==> config.mk <==
export PLATFORM = sky130hd
export DESIGN_NAME = hem_ctrl
export DESIGN_NICKNAME = d
export VERILOG_FILES = /design/src/hdl/hem_pkg.sv /design/src/hdl/hem_ctrl.sv
export SDC_FILE = /design/constraint.sdc
export NUM_CORES = 1
export LEC_CHECK = 0
export ABC_CLOCK_PERIOD_IN_PS = 1300
export BUFFER_PORTS_ARGS = -buffer_cell sky130_fd_sc_hd__clkbuf_2
export CORE_MARGIN = 2
export CORE_UTILIZATION = 39
export CTS_CLUSTER_DIAMETER = 120
export DETAILED_ROUTE_END_ITERATION = 12
export HOLD_SLACK_MARGIN = 0.03
export MAX_ROUTING_LAYER = met4
export PLACE_DENSITY = 0.73
export SETUP_SLACK_MARGIN = 0.15
export SLEW_MARGIN = 20
export SYNTH_ARGS = -nofsm -noshare
export SYNTH_HDL_FRONTEND = slang
export SYNTH_SLANG_ARGS = --single-unit
==> constraint.sdc <==
create_clock -name clk -period 1.3 [get_ports clk]
set_clock_uncertainty 0.1 [all_clocks]
set_input_delay 0.065 -clock clk [delete_from_list [all_inputs] [get_ports clk]]
set_output_delay 0.065 -clock clk [all_outputs]
set_load 0.01 [all_outputs]
==> src/hdl/hem_pkg.sv <==
// ----------------------------------------------------------------------------
// hem_pkg
// Types, constants and command structs shared by the histogram equalization
// map controller, datapath and top level.
// ----------------------------------------------------------------------------
package hem_pkg;

	localparam int BIN_COUNT  = 256;
	localparam int BIN_BITS   = 8;
	localparam int COUNT_BITS = 25;
	localparam int DIM_BITS   = 13;
	localparam int PIX_BITS   = 2 * DIM_BITS;
	// numerator (count * 255) width
	localparam int NUM_BITS   = COUNT_BITS + 8;
	localparam int QUO_BITS   = NUM_BITS;
	localparam int QCNT_BITS  = 6;

	localparam logic [COUNT_BITS-1:0] CNT_MAX = {COUNT_BITS{1'b1}};

	localparam logic [DIM_BITS-1:0] COLS_RESET = 13'd640;
	localparam logic [DIM_BITS-1:0] ROWS_RESET = 13'd480;

	// Q16 color coefficients
	localparam logic signed [24:0] K_YR = 25'sd19595;
	localparam logic signed [24:0] K_YG = 25'sd38470;
	localparam logic signed [24:0] K_YB = 25'sd7471;
	localparam logic signed [24:0] K_UR = 25'sd11058;
	localparam logic signed [24:0] K_UG = 25'sd21710;
	localparam logic signed [24:0] K_HALF = 25'sd32768;
	localparam logic signed [24:0] K_VG = 25'sd27439;
	localparam logic signed [24:0] K_VB = 25'sd5329;
	localparam logic signed [24:0] K_OFS = 25'sd8388608;

	localparam logic [0:0] REG_COLS = 1'b0;
	localparam logic [0:0] REG_ROWS = 1'b1;

	// bin read address select
	localparam logic [1:0] RD_LUMA  = 2'd0;
	localparam logic [1:0] RD_LEVEL = 2'd1;
	localparam logic [1:0] RD_SWEEP = 2'd2;

	typedef enum logic [1:0] {
		ACT_START  = 2'd0,
		ACT_PIXEL  = 2'd1,
		ACT_FINISH = 2'd2,
		ACT_LOOKUP = 2'd3
	} action_t;

	typedef enum logic [1:0] {
		ST_OK      = 2'd0,
		ST_NOTDONE = 2'd1,
		ST_DIVZERO = 2'd2
	} status_t;

	typedef struct packed {
		logic [1:0] action;
		logic [7:0] chan_r;
		logic [7:0] chan_g;
		logic [7:0] chan_b;
		logic [7:0] level;
	} in_item_t;

	typedef struct packed {
		logic [1:0] kind;
		logic [7:0] luma;
		logic [7:0] chroma_u;
		logic [7:0] chroma_v;
		logic [7:0] mapped_level;
		logic [1:0] status;
	} out_item_t;

	typedef struct packed {
		logic [1:0] index;
		logic [15:0] data;
	} cfg_item_t;

	typedef enum logic [3:0] {
		S_INIT,
		S_IDLE,
		S_CLEAR,
		S_PIX_MUL,
		S_PIX_SUM,
		S_PIX_RD,
		S_PIX_WR,
		S_FIN_RD,
		S_FIN_ACC,
		S_LK_RD,
		S_LK_MUL,
		S_LK_DIV,
		S_RESULT
	} state_t;

	// controller -> datapath
	typedef struct packed {
		logic       capture;      // latch input item
		logic       clear_bin;    // write zero at sweep address
		logic       pix_mul;      // register products
		logic       pix_sum;      // register YUV
		logic       bin_rd;       // read bin at luma / level / sweep
		logic [1:0] rd_sel;       // RD_LUMA, RD_LEVEL, RD_SWEEP
		logic       bin_inc_wr;   // write incremented bin
		logic       fin_acc;      // accumulate and write sweep entry
		logic       sweep_clr;    // reset sweep address
		logic       sweep_step;   // advance sweep address
		logic       lk_mul;       // form numerator and divisor
		logic       div_step;     // one restoring division step
		logic       set_ready;
		logic       clr_ready;
		logic       load_out;     // load result register
	} hem_cmd_t;

	// datapath -> controller
	typedef struct packed {
		logic sweep_last;
		logic div_last;
		logic ready_flag;
		logic div_bad;
		logic out_busy;
	} hem_sts_t;

endpackage

==> src/hdl/hem_ctrl.sv <==
// ----------------------------------------------------------------------------
// hem_ctrl
// Sequencer: steps each transaction through the datapath.
// ----------------------------------------------------------------------------
module hem_ctrl import hem_pkg::*; (
	input  logic     clk,
	input  logic     arst_n,
	input  logic     in_valid,
	input  action_t  in_action,
	output logic     in_ready,
	input  hem_sts_t sts,
	output hem_cmd_t cmd
);

	state_t state_q, state_d;
	action_t act_q;

	always_ff @(posedge clk or negedge arst_n) begin
		if (!arst_n) begin
			state_q <= S_INIT;
			act_q   <= ACT_START;
		end else begin
			state_q <= state_d;
			if (in_valid && in_ready) act_q <= in_action;
		end
	end

	always_comb begin
		state_d  = state_q;
		cmd      = '0;
		in_ready = 1'b0;
		case (state_q)
			// zero every bin once after reset
			S_INIT: begin
				cmd.clear_bin  = 1'b1;
				cmd.sweep_step = 1'b1;
				if (sts.sweep_last) state_d = S_IDLE;
			end
			S_IDLE: begin
				in_ready = 1'b1;
				if (in_valid) begin
					cmd.capture   = 1'b1;
					cmd.sweep_clr = 1'b1;
					case (in_action)
						ACT_START:  state_d = S_CLEAR;
						ACT_PIXEL:  state_d = S_PIX_MUL;
						ACT_FINISH: state_d = S_FIN_RD;
						ACT_LOOKUP: state_d = S_LK_RD;
						default:    state_d = S_IDLE;
					endcase
				end
			end
			S_CLEAR: begin
				cmd.clear_bin  = 1'b1;
				cmd.sweep_step = 1'b1;
				cmd.clr_ready  = 1'b1;
				if (sts.sweep_last) state_d = S_RESULT;
			end
			S_PIX_MUL: begin
				cmd.pix_mul = 1'b1;
				state_d     = S_PIX_SUM;
			end
			S_PIX_SUM: begin
				cmd.pix_sum = 1'b1;
				state_d     = S_PIX_RD;
			end
			S_PIX_RD: begin
				cmd.bin_rd = 1'b1;
				cmd.rd_sel = RD_LUMA;
				state_d    = S_PIX_WR;
			end
			S_PIX_WR: begin
				cmd.bin_inc_wr = 1'b1;
				state_d        = S_RESULT;
			end
			S_FIN_RD: begin
				if (sts.ready_flag) begin
					state_d = S_RESULT;
				end else begin
					cmd.bin_rd = 1'b1;
					cmd.rd_sel = RD_SWEEP;
					state_d    = S_FIN_ACC;
				end
			end
			S_FIN_ACC: begin
				cmd.fin_acc    = 1'b1;
				cmd.sweep_step = 1'b1;
				if (sts.sweep_last) begin
					cmd.set_ready = 1'b1;
					state_d       = S_RESULT;
				end else begin
					state_d = S_FIN_RD;
				end
			end
			S_LK_RD: begin
				cmd.bin_rd = 1'b1;
				cmd.rd_sel = RD_LEVEL;
				state_d    = S_LK_MUL;
			end
			S_LK_MUL: begin
				cmd.lk_mul = 1'b1;
				if (!sts.ready_flag || sts.div_bad) state_d = S_RESULT;
				else state_d = S_LK_DIV;
			end
			S_LK_DIV: begin
				cmd.div_step = 1'b1;
				if (sts.div_last) state_d = S_RESULT;
			end
			S_RESULT: begin
				if (!sts.out_busy) begin
					cmd.load_out = 1'b1;
					state_d      = S_IDLE;
				end
			end
			default: state_d = S_IDLE;
		endcase
	end

	// a result is loaded only for the transaction just taken
	assert property (@(posedge clk) disable iff (!arst_n)
		cmd.load_out |-> state_q == S_RESULT)
		else $error("result load outside result state");
	assert property (@(posedge clk) disable iff (!arst_n)
		cmd.capture |=> !in_ready)
		else $error("second transaction accepted while busy");
	assert property (@(posedge clk) disable iff (!arst_n)
		cmd.div_step |-> act_q == ACT_LOOKUP)
		else $error("divider stepping outside lookup");

endmodule

==> results summary, run 1 <==
For this run, the post-layout net count is 145. The width of the die came out at 40.9 µm. CTS placed an instance of sky130_fd_sc_hd__clkbuf_4 at the clock tree root.

The number of buffers added by the clock tree synthesis step came out at 3. The largest registers in the layout are state_q: 4 flops. The class of the most critical hold timing path is in2async.

The register with the most flip-flops in the layout has 4 of them. The clock latency of the later-clocked register in the worst-skew pair is 250 ps. The clock tree buffer depth is 2. The total negative slack for setup checks is -4060 ps.

The routability-driven placement congestion ratio is 0.928. The detailed placer's ending HPWL came out at 1430 µm. The number of placement rows is 13. The startpoint identified for the worst register-to-register timing path is state_q[0].

The detailed router's first-iteration violation count is 36. In the layout the commonest cells are sky130_fd_sc_hd__buf_4 (25), sky130_fd_sc_hd__clkbuf_2 (13), sky130_fd_sc_hd__buf_6 (13), sky130_fd_sc_hd__buf_2 (9). The worst setup path is launched from a flop. The data required time at the worst endpoint came out at 1130 ps. The headroom to the max-slew limit is 74.4%. The leakage power of the design came out at 0.540 nW. The flop-to-flop setup slack came out at -240 ps. The count of nets left with antenna violations once routing finished came out at 0. Synthesis handed over a netlist of 75 instances. Setup slack on the critical path of the routed design comes to -286 ps.

The highest clock frequency the design can meet came out at 630 MHz. The checks that failed: negative setup slack. After clock tree synthesis, the clock-pin slew on the worst setup and hold paths is 40 ps. STA puts the critical path data arrival time at 1420 ps.

The power per cell area came out at 2370 nW/µm². The worst setup path is captured at an output port. The area of the die came out at 1670 µm². After synthesis, the netlist uses 35 different library cells. The die height came out at 40.9 µm. Setup repair after global routing could not meet its margin everywhere. The run finished, with violations left. The final period demand of the worst path came out at 1590 ps. The final-report hold violation count is 0. Leaving out fill and tap cells, the most frequent cell in the layout is sky130_fd_sc_hd__buf_4. In this run the critical register-to-register path is captured at state_q[0]. The post-synthesis instance area came out at 531 µm². The share of the clock period used by the worst path is 122%. The worst register-to-register path has a depth of 5. The total number of H-tree levels is 1. Of the cells placed in the final design, the portion with a size suffix greater than 1 is 70.7%.

The maximum net fanout on the critical path is 4. The detailed-route vias per instance is 5.76. The register bit total from synthesis is 4. The top-level I/O count is 27. The via count of the routed design is 852. The length of the first detailed-routing pass in iterations is 4.

Max-cap violations in this run came to 0. The destination of the critical timing path is cmd[10]. The worst setup path is of the reg2out kind. The DRC violations left came out at 0. The sum of overflow across all layers after global routing is 0. The routed wire length came out at 2430 µm. The actual transition at the worst max-transition pin came out at 384 ps.

The minimum setup slack after placement came out at -247 ps. The initial antenna violation count was 0. The count of clock tree sinks is 4.

The launch point of the worst path is state_q[0]. More flip-flops sit in one register than any other, and that register is state_q. In the global route stage, overall resource usage came out at 28.8%. The sequential element share of the synthesized area came out at 18.9%.

The number of nets in the synthesized netlist is 85. The worst-case IR drop observed on VDD is 1.44 mV. Input and output buffers added on the ports amount to 26. After detailed routing, the average wire length per cell comes to 16.4 µm. The number of max-slew violations in the final report came to 0.

The global-route wire length before repair is 3000 µm. The starting utilization of the core area came out at 41.3%. 0 antenna diodes ended up in the layout. TritonCTS built the clock tree. The synthesized area per cell is 7.07 µm². The via count of the first global-routing pass is 658.

The maximum number of pins on one net before global-route repair is 9. The floorplan core area came out at 1280 µm². Compared with the post-synthesis result, the final layout area differs by 111%. For this run, the number of Yosys warnings is 0.

The setup violation total in the final timing report came out at 21.
how the worst min path moves through the flow:
| stage | cells after the start | end | start | slack, ps |
|---|---|---|---|---|
| after detailed placement | 1 | state_q[3] | arst_n | -220 |
| after floorplan | 0 | state_q[0] | arst_n | -330 |
| after CTS | 2 | state_q[1] | arst_n | 60 |
| after global routing | 2 | state_q[1] | arst_n | 50 |
| after global placement | 1 | state_q[3] | arst_n | -230 |
| final | 2 | state_q[0] | arst_n | 60 |
report_power, final:
group	total, mW	internal, mW	switching (mW)	leakage [nW]
Clock	0.171	0.104	0.0671	0.0138
Sequential	0.287	0.189	0.0980	0.0456
Combinational	2.20	1.19	1.02	0.481
Total	2.66	1.48	1.18	0.540
critical path: stages (launching register included):
cell	delay [ps]
sky130_fd_sc_hd__dfrtp_2	360
sky130_fd_sc_hd__buf_6	110
sky130_fd_sc_hd__nand2_1	120
sky130_fd_sc_hd__buf_4	190
sky130_fd_sc_hd__nor3_1	210
sky130_fd_sc_hd__buf_2	170
per-layer routing:
metal	vias up	track usage [%]	part of all wire (%)
li1	389	-	-
met3	3	6.52	5.9
met2	36	41.4	55
met1	424	36.4	38
met5	-	-	0
met4	0	16.7	0.86
final cells by class:
type / count / area (µm²)
clock buffers: 3 / 22.5
inverters: 4 / 15.0
flip-flops and latches: 4 / 105
multi-input cells: 60 / 495
well taps: 15 / 18.8
fillers: 65 / 164
repair buffers: 62 / 464
metrics by stage:
step / cells / util [%] / cell area, µm² / total power, mW / hold slack, ps
3_3_place_gp: 131 / 65.6 / 843 / 1.75 / -228
2_1_floorplan: 75 / - / 576 / 1.17 / -331
5_1_grt: 148 / 87.2 / 1120 / 2.84 / 50.3
6_report: 148 / 87.2 / 1120 / 2.66 / 62.1
3_5_place_dp: 131 / 65.6 / 843 / 1.76 / -222
4_1_cts: 148 / 79.6 / 1020 / 2.28 / 56.4
kinds of logic (layout without fill, tap and decap cells):
logic type	count (synthesis)	count (layout)	share of synthesized area, %
AND/OR/NAND/NOR	40	40	40.6
flip-flops	4	4	18.9
buffers and inverters	11	69	11.1
AO/OA/AOI/OAI	20	20	29.5
what timing repair did:
action                                 CTS  global route
setup endpoints to repair               21            21
resized for setup                       17            35
setup buffers                           12             0
cloned                                   0             0
endpoints found under the hold margin    5             0
hold buffers                             2             0
pin swaps                                4             5
Yosys cell counts:
cell / number / area share (%)
sky130_fd_sc_hd__a31oi_1: 2 / 2.4
sky130_fd_sc_hd__a21oi_1: 1 / 0.94
sky130_fd_sc_hd__or2_1: 1 / 1.2
sky130_fd_sc_hd__o2111a_1: 1 / 2.1
sky130_fd_sc_hd__o22ai_1: 3 / 3.5
sky130_fd_sc_hd__and2_1: 1 / 1.2
sky130_fd_sc_hd__dfrtp_1: 4 / 19
sky130_fd_sc_hd__a211oi_1: 1 / 1.4
sky130_fd_sc_hd__a21boi_1: 1 / 1.4
sky130_fd_sc_hd__buf_4: 1 / 1.4
sky130_fd_sc_hd__nor2_1: 12 / 8.5
sky130_fd_sc_hd__o21ai_1: 1 / 0.94
sky130_fd_sc_hd__buf_2: 5 / 4.7
sky130_fd_sc_hd__a311oi_1: 1 / 1.7
sky130_fd_sc_hd__o311ai_2: 1 / 3.1
sky130_fd_sc_hd__and3_1: 1 / 1.2
sky130_fd_sc_hd__and4bb_2: 1 / 2.4
sky130_fd_sc_hd__nand2_1: 6 / 4.2
sky130_fd_sc_hd__nor4_1: 1 / 1.2
sky130_fd_sc_hd__o32a_1: 1 / 1.9
sky130_fd_sc_hd__inv_1: 4 / 2.8
sky130_fd_sc_hd__nand3_1: 2 / 1.9
sky130_fd_sc_hd__o211ai_1: 1 / 1.4
sky130_fd_sc_hd__buf_6: 1 / 2.1
sky130_fd_sc_hd__a2111oi_2: 1 / 2.8
sky130_fd_sc_hd__nor3_1: 4 / 3.8
sky130_fd_sc_hd__a21boi_0: 1 / 1.4
sky130_fd_sc_hd__and4bb_1: 1 / 2.4
sky130_fd_sc_hd__nor2b_1: 2 / 2.4
sky130_fd_sc_hd__o21ai_0: 3 / 2.8
sky130_fd_sc_hd__or2_2: 1 / 1.2
sky130_fd_sc_hd__and4b_1: 1 / 1.9
sky130_fd_sc_hd__nand3b_1: 1 / 1.4
sky130_fd_sc_hd__o21ai_2: 1 / 1.7
sky130_fd_sc_hd__nand2b_1: 5 / 5.9
(Power assumes the default switching activity.)
==> run 2: changes to the inputs <==
Settings changed: HOLD_SLACK_MARGIN 0.03 to 0.12.
==> run 2 against run 1 <==
Net effect: the flow still finishes with violations (negative setup slack); sequential power increased by 4%; utilization is 7.3 points higher; fmax is 3.1% lower; sequential share of layout area shrank 0.72 points; power up 11%; critical path type is now reg2reg; highest routed layer unchanged; routed wire length grew 29%.
==> results summary, run 2 (same netlist as run 1, synthesis figures left out) <==
The share of the clock period used by the worst path came out at 126% (+3.9 points). The kind of start point of the critical path is a flop. The flip-flop count of the largest register after layout is 4 (unchanged). The detailed router's first-iteration violation count came out at 54 (+50%).

The final reports fail on negative setup slack. The maximum cell stage delay along the critical path was 420 ps (+60 ps). The critical path depth in cells was 5 (unchanged). The global-route wire length before repair is 3210 µm (+6.9%).

The starting utilization of the core area came out at 41.3% (unchanged). The utilization of the core after routing came to 94.5% (+7.3 points). The antenna violation net count after detailed routing was 0 (unchanged). The width of the die is 40.9 µm (unchanged). The maximum number of pins on one net before global-route repair came out at 9 (unchanged).

The minimum setup slack after placement came out at -247 ps (unchanged). The clock latency of the later-clocked register in the worst-skew pair came out at 270 ps (+20 ps). The instance count along the most critical hold path is 4. The arrival time at the worst endpoint came out at 1640 ps (+220 ps). The count of antenna diodes in the layout came to 0 (unchanged). The highest clock frequency the design can meet is 611 MHz (-3.1%). The count of clock tree sinks is 4 (unchanged). The number of fillers in the final layout came to 39 (-40%). The number of buffers added by the clock tree synthesis step is 3 (unchanged). The number of max-slew violations in the final report came out at 0 (unchanged). The run finished, with violations left. The largest registers in the layout are state_q: 4 flops. The detailed-route vias per instance came out at 6.20 (+7.8%). Setup repair after global routing could not meet its margin everywhere. The floorplan core area is 1280 µm² (unchanged). The final net count is 149 (+2.8%). The placed standard-cell area came to 843 µm² (unchanged). The hold path startpoint is in_action[0]. The number of buffers and inverters on the critical path is 1 (-2). The DRC violations left was 0 (unchanged). The power per cell area was 2440 nW/µm² (+2.7%). The top-level I/O count came out at 27 (unchanged). The post-layout worst setup margin was -337 ps (-50.5 ps). The maximum net fanout on the critical path came to 7 (+3).

STA classifies the critical path endpoint as a flop. The via count of the first global-routing pass came out at 684 (+4.0%). The routed wire length came to 3150 µm (+29%).

The die height was 40.9 µm (unchanged). The number of placement rows came out at 13 (unchanged). The headroom to the max-slew limit is 74.9% (+0.58 points).

The mean routed wirelength per cell was 20.7 µm (+26%). The count of buffers from port buffering came out at 26 (unchanged). The setup violation total in the final timing report came out at 21 (unchanged). The total power draw is 2.96 mW (+11%).

The actual transition at the worst max-transition pin came to 375 ps (-8.68 ps). The final period demand of the worst path is 1640 ps (+50.5 ps). The design area came out at 1210 µm² (+8.4%). Leaving out fill and tap cells, the most frequent cell in the layout is sky130_fd_sc_hd__buf_4.

Among all stages on the critical path, the largest delay is contributed by sky130_fd_sc_hd__dfrtp_2. The worst vdd rail ir drop is 1.52 mV (+5.9%). The total track usage came out at 31.3% (+2.5 points). Traced cell by cell, the critical path runs through buf_6 > nand2b_4 > o2111a_1 > a311oi_2 > o22ai_1.

The area of the die is 1670 µm² (unchanged). The launch point of the worst path is state_q[0]. The worst register-to-register path begins at state_q[0]. The detailed placer's ending HPWL came out at 1430 µm (unchanged). The final-report hold violation count is 0 (unchanged). The depth of the worst register-to-register path came out at 5 (unchanged). The tightest min-delay check is of the in2reg type. The fraction of layout cells with a size suffix above 1 came out at 73.7% (+3.0 points). The sum of overflow across all layers after global routing came out at 0 (unchanged). From synthesis to final layout, the design area changed by 129%. The critical path is of the reg2reg type. The CTS clock-pin slew for the worst setup and hold paths came out at 60 ps (+20 ps).

The clock tree buffer depth is 2 (unchanged). The total number of H-tree levels is 1 (unchanged). The data required time at the worst endpoint was 1310 ps (+180 ps). The top cell types in the final layout, fill and taps aside, are sky130_fd_sc_hd__buf_4 (23), sky130_fd_sc_hd__buf_6 (19), sky130_fd_sc_hd__clkbuf_2 (11), sky130_fd_sc_hd__buf_2 (9), sky130_fd_sc_hd__nor2_2 (5). More flip-flops sit in one register than any other, and that register is state_q.

The length of the first detailed-routing pass in iterations came out at 5 (+1). The tree is rooted in a sky130_fd_sc_hd__clkbuf_4. The kind of cell adding the most delay to the critical path is compound AO/OA/AOI/OAI gates.

The reported max-cap violation count is 0 (unchanged). The initial antenna violation count is 0 (unchanged). The leakage power of the design came out at 0.571 nW (+5.7%). The via count of the routed design is 943 (+11%). The routability-driven placement congestion ratio came out at 0.928 (unchanged). TritonCTS built the clock tree.
-- run 2: worst reg2reg max path, stage by stage, from the launching register on --
cell and delay (ps):
sky130_fd_sc_hd__dfrtp_2 420, sky130_fd_sc_hd__buf_6 150, sky130_fd_sc_hd__nand2b_4 150, sky130_fd_sc_hd__o2111a_1 240, sky130_fd_sc_hd__a311oi_2 290, sky130_fd_sc_hd__o22ai_1 120
-- run 2: per-stage QoR --
step	hold WS, ps	setup TNS (ps)	std cells
after floorplan	-331	-357	75
after global placement	-228	-1720	131
after detailed placement	-222	-1960	131
after CTS	123	-3830	150
after global routing	169	-5520	152
final	163	-4960	152
-- run 2: final timing paths --
check | end | slack (ps)
max in group asynchronous | state_q[3] | 150
hold reg to reg | state_q[1] | 720
min in group asynchronous | state_q[1] | 710
setup / recovery | state_q[2] | -340
setup reg to reg | state_q[2] | -340
hold / removal | state_q[1] | 160
-- run 2: per-layer routing --
metal  vias to the layer above  track usage [%]  part of all wire [%]
li1                        398                -                     -
met1                       434             36.4                    36
met2                        90             46.1                    50
met3                        21             9.24                    10
met4                         0             20.8                   4.0
met5                         -                -                     0
-- run 2: power breakdown --
group	internal [mW]	leakage, nW	switching, mW
clock network	0.105	0.0138	0.0825
logic	1.30	0.512	1.18
registers	0.189	0.0456	0.110
-- run 2: layout make-up --
class | instances | area, µm² | share of cell area (%)
Multi-Input combinational cell | 60 | 527 | 43.4
Timing Repair Buffer | 66 | 527 | 43.4
Sequential cell | 4 | 105 | 8.65
Clock buffer | 3 | 22.5 | 1.85
Tap cell | 15 | 18.8 | 1.54
Inverter | 4 | 15.0 | 1.24
-- run 2: repair_timing --
action,in CTS,in global routing
setup buffers,12,2
hold buffers,4,0
resized for setup,17,51
hold endpoints to repair,5,0
endpoints found under the setup margin,21,21
pin swaps,4,14
==> run 3: changes to the inputs <==
Settings changed: GPL_TIMING_DRIVEN set to 0.
==> run 3 against run 2 <==
Net effect: the run now fails in 5_1_grt; synthesized area stayed put; synthesized cell count unchanged.
==> results summary, run 3 <==
The synthesized area per cell came out at 7.07 µm² (unchanged). The leading area contributor after synthesis is sky130_fd_sc_hd__dfrtp_1. The flow did not finish. The placed standard-cell area is 724 µm² (-14%).

By area the synthesized netlist is led by sky130_fd_sc_hd__dfrtp_1 (19%), sky130_fd_sc_hd__nor2_1 (8.5%), sky130_fd_sc_hd__nand2b_1 (5.9%), sky130_fd_sc_hd__buf_2 (4.7%), sky130_fd_sc_hd__nand2_1 (4.2%). The register bit total from synthesis came out at 4 (unchanged). The proportion of netlist area held by the largest area contributor came out at 18.9% (unchanged).

The detailed placer's ending HPWL came to 1180 µm (-18%). After global-route timing repair, the worst endpoint was state_q[2]$_DFFE_PN0P_/D. The post-synthesis instance area is 531 µm² (unchanged). The last flow stage reached is 5_1_grt. The fraction of synthesis flops using an asynchronous set or reset pin came to 100% (unchanged).

The width of the die came out at 40.9 µm (unchanged). The number of cells produced by synthesis came out at 75 (unchanged). The routability-driven placement congestion ratio is 0.915 (-1.5%). The clock tree buffer depth is 2 (unchanged). The starting utilization of the core area came out at 41.3% (unchanged).

The number of distinct standard cells referenced by the synthesized netlist came out at 35 (unchanged). The most instantiated flip-flop cell in the synthesis netlist is sky130_fd_sc_hd__dfrtp_1. The library cell used as clock root buffer is sky130_fd_sc_hd__clkbuf_4. The Yosys warning count came to 0 (unchanged). The maximum number of pins on one net before global-route repair is 9. The count of flip-flops with a built-in enable after synthesis came out at 0 (unchanged). The number of buffers added by the clock tree synthesis step came out at 3 (unchanged). The sequential element share of the synthesized area is 18.9% (unchanged).

The first error in the log reads "[ERROR DPL-0038] Utilization greater than 100%, impossible to legalize". The count of buffers from port buffering is 26 (unchanged). The die height is 40.9 µm (unchanged). The top-level I/O count is 27 (unchanged).

The total number of H-tree levels came out at 1 (unchanged). The number of placement rows came out at 13 (unchanged). The post-synth net total was 85 (unchanged). The most repeated cell in the gate-level netlist after synthesis is sky130_fd_sc_hd__nor2_1.

The count of clock tree sinks was 4 (unchanged). In the synthesized netlist, the cells that appear most often are sky130_fd_sc_hd__nor2_1 (12), sky130_fd_sc_hd__nand2_1 (6), sky130_fd_sc_hd__buf_2 (5), sky130_fd_sc_hd__nand2b_1 (5). After the last repair the worst path ends at a register data pin.
[run 3: cells by family after synthesis]
kind of cell           count (synthesis)  share of synthesized area, %
buffers and inverters                 11                          11.1
DFF                                    4                          18.9
AOI/OAI and AO/OA                     20                          29.5
and+or+nand+nor                       40                          40.6
[run 3: metrics by stage]
step	setup WS [ps]	cells
after global placement	-260	116
after detailed placement	-263	116
after floorplan	-86.4	75
after CTS	-276	141
[run 3: what timing repair did]
| item | 4_1_cts |
|---|---|
| pin swaps | 20 |
| cloned | 1 |
| hold buffers | 4 |
| endpoints found under the setup margin | 21 |
| endpoints found under the hold margin | 5 |
| gates resized for setup | 50 |
| setup buffers | 17 |
==> run 4: changes to the inputs <==
Settings changed: ABC_CLOCK_PERIOD_IN_PS 1300 to 1700, CORE_AREA set to 2 2 63 65, CORE_MARGIN 2 to unset, CORE_UTILIZATION 39 to unset, CTS_CLUSTER_DIAMETER 120 to unset, DIE_AREA set to 0 0 65 67, HOLD_SLACK_MARGIN 0.12 to unset, MAX_ROUTING_LAYER met4 to unset, PLACE_DENSITY 0.73 to unset, PLACE_DENSITY_LB_ADDON set to 0.15, SETUP_SLACK_MARGIN 0.15 to unset.
Clock period 1.3 ns to 1.7 ns, I/O delays scaled along.
==> run 4 against run 3 <==
Net effect: the run now ends clean.
==> results summary, run 4 (same netlist as run 1, synthesis figures left out) <==
The worst setup path is captured at an output port. The DRC violations left came out at 0. The CTS clock-pin slew for the worst setup and hold paths is 30 ps. The internal cell power is 790 µW.

The library cell used as clock root buffer is sky130_fd_sc_hd__clkbuf_8. Power spread over the standard cell area amounts to 1740 nW/µm². The kind of start point of the critical path is a flop. The sum of overflow across all layers after global routing is 0. The path class of the tightest hold or removal check is in2reg.

The number of buffers and inverters on the critical path is 4. The actual transition at the worst max-transition pin is 397 ps. The total track usage came out at 9.65%. The total number of H-tree levels came out at 1 (unchanged). For this run, the post-layout net count is 121.

The routability-driven placement congestion ratio is 0.812 (-11%). The maximum net fanout on the critical path came out at 10. The analysis attributes to cell leakage a power of 0.389 nW. The arrival time at the worst endpoint came out at 1460 ps. The count of buffers from port buffering is 26 (unchanged). The critical path in this run is classified as reg2out. The register bank with the most flops is state_q. The proportion of total power due to net switching is 46.7%. The initial antenna violation count came out at 0.

The clock tree buffer depth came out at 2 (unchanged). In the routed layout, each cell is associated on average with a via count of 4.42. The antenna violation net count after detailed routing came out at 0. The length of the first detailed-routing pass in iterations is 4.

The top-level I/O count came to 27 (unchanged). After layout, the worst path uses 97.0% of the clock period. The TritonCTS clock tree is built. Entering global routing, the biggest net connects 11 pins.

The final period demand of the worst path came out at 1650 ps. The die height came to 67 µm (+64%). For this run, the slowest stage of the critical path takes 370 ps. The kind of cell adding the most delay to the critical path is buffers and inverters. Summed over all nets, the switching power comes to 692 µW. The die covers 4360 µm². The count of clock tree sinks came to 4 (unchanged).

Among the stages of the critical path, the cell type that occurs most often is sky130_fd_sc_hd__buf_6. The reported max-cap violation count is 0. The headroom to the max-slew limit came out at 73.5%. In this run, the number of DRC markers left after iteration 0 of detailed routing was 25. The clock latency of the later-clocked register in the worst-skew pair came out at 220 ps. The most common cell after layout, fill and taps aside is sky130_fd_sc_hd__clkbuf_2.

The via count of the routed design is 694. Leaving out fill and tap cells, the most frequent cells in the layout are sky130_fd_sc_hd__clkbuf_2 (26), sky130_fd_sc_hd__nor2_1 (9), sky130_fd_sc_hd__nand2_1 (6), sky130_fd_sc_hd__buf_4 (5). The via count of the first global-routing pass is 681.

The number of max-slew violations in the final report came out at 0. Relative to the synthesized area, the layout overhead comes to 60.4%. The floorplan core area came out at 3610 µm².

The mean routed wirelength per cell came out at 13.0 µm. The finished layout holds 157 standard cells, fillers aside. On the critical path, the stage with the largest delay is an instance of sky130_fd_sc_hd__dfrtp_1.

The starting utilization of the core area came to 14.7% (-27 points). The fraction of layout cells with a size suffix above 1 is 48.6%. The number of fillers in the final layout came out at 413.

The number of buffers added by the clock tree synthesis step is 3 (unchanged). The signal on the critical path passes through buf_6 > buf_6 > nor2b_2 > and3_1 > buf_4 > clkbuf_2. The count of placed standard cells including taps is 149 (+28%). The worst vdd rail ir drop came out at 0.480 mV.

The clock network fraction of total power is 13.3%. The final-report hold violation count came out at 0. Based on the critical path, the design can be clocked at up to 606 MHz. The width of the die was 65 µm (+59%). The flow ran to the end, and the final reports show no timing, DRC or antenna violations.

The detailed placer's ending HPWL is 1540 µm (+30%). The repair_antennas step left the layout with diodes totalling 0. Setup violations remaining at the end of the flow were counted as 0. The number of placement rows came to 22 (+9).

The sequential fraction of design power is 10.8%. The routed wire length is 2030 µm. The utilization of the core after routing is 23.6%. The relative contribution of combinational cells to total power is 75.9%. The global-route wire length before repair is 3220 µm. Data on the critical path is required at its endpoint by 1510 ps.

In the final layout, the registers with the most flip-flops are state_q: 4 flops. The flip-flop count of the largest register after layout came out at 4.
[run 4: tightest hold or removal path: cells and delay by family]
| kind | cells | cell delay [ps] |
|---|---|---|
| buffers and inverters | 1 | 100 |
| and+or+nand+nor | 1 | 60 |
| AOI/OAI and AO/OA | 1 | 60 |
[run 4: stage by stage]
step / setup TNS, ps / setup slack [ps] / hold slack, ps / power, mW / area (µm²)
after floorplan: 0 / 249 / -311 / 0.810 / 531
after global routing: -9.13 / -9.13 / 82.7 / 1.61 / 851
after global placement: -8.63 / -8.63 / -208 / 1.11 / 721
final: 0 / 51.0 / 42.7 / 1.48 / 851
after detailed placement: 0 / 11.8 / -207 / 1.09 / 721
after CTS: -28.1 / -28.1 / 40.4 / 1.31 / 779
[run 4: per-layer routing]
layer	up-vias	part of all wire, %	global-route usage (%)
li1	337	-	-
met1	316	48	13.4
met2	37	42	14.7
met3	4	8.8	3.04
met4	0	1.5	1.60
met5	-	0	0
[run 4: area by class of cell]
cell class | count | area [µm²] | area share, %
clock buffer | 3 | 41.3 | 4.85
inverter | 4 | 15.0 | 1.76
timing repair buffer | 31 | 170 | 20.0
multi-input combinational | 60 | 403 | 47.4
buffer | 7 | 61.3 | 7.21
tap | 48 | 60.1 | 7.06
sequential | 4 | 100 | 11.8
[run 4: power by group through the flow]
stage / Sequential (mW) / Combinational (mW) / Clock [mW]
6_report: 0.160 / 1.12 / 0.197
5_1_grt: 0.165 / 1.23 / 0.215
4_1_cts: 0.165 / 0.947 / 0.202
3_5_place_dp: 0.165 / 0.927 / 0
3_3_place_gp: 0.167 / 0.940 / 0
2_1_floorplan: 0.156 / 0.654 / 0
[run 4: timing repair]
item                                    in CTS  in global routing
hold buffers                                 1                  0
setup buffers                                0                  4
pin swaps                                    0                  1
gates resized for setup                      2                 14
endpoints found under the setup margin       4                  7
hold endpoints to repair                     4                  0
[run 4: worst paths after layout]
kind / start / to / slack, ps / cells past startpoint
worst min-delay path: sts[0] / state_q[2] / 40 / 3
max in group asynchronous: arst_n / state_q[2] / 1270 / 2
worst min register to register: state_q[2] / state_q[3] / 680 / 3
worst max-delay path: state_q[0] / cmd[15] / 50 / 6
worst max register to register: state_q[0] / state_q[2] / 110 / 5
min in group asynchronous: arst_n / state_q[0] / 110 / 2
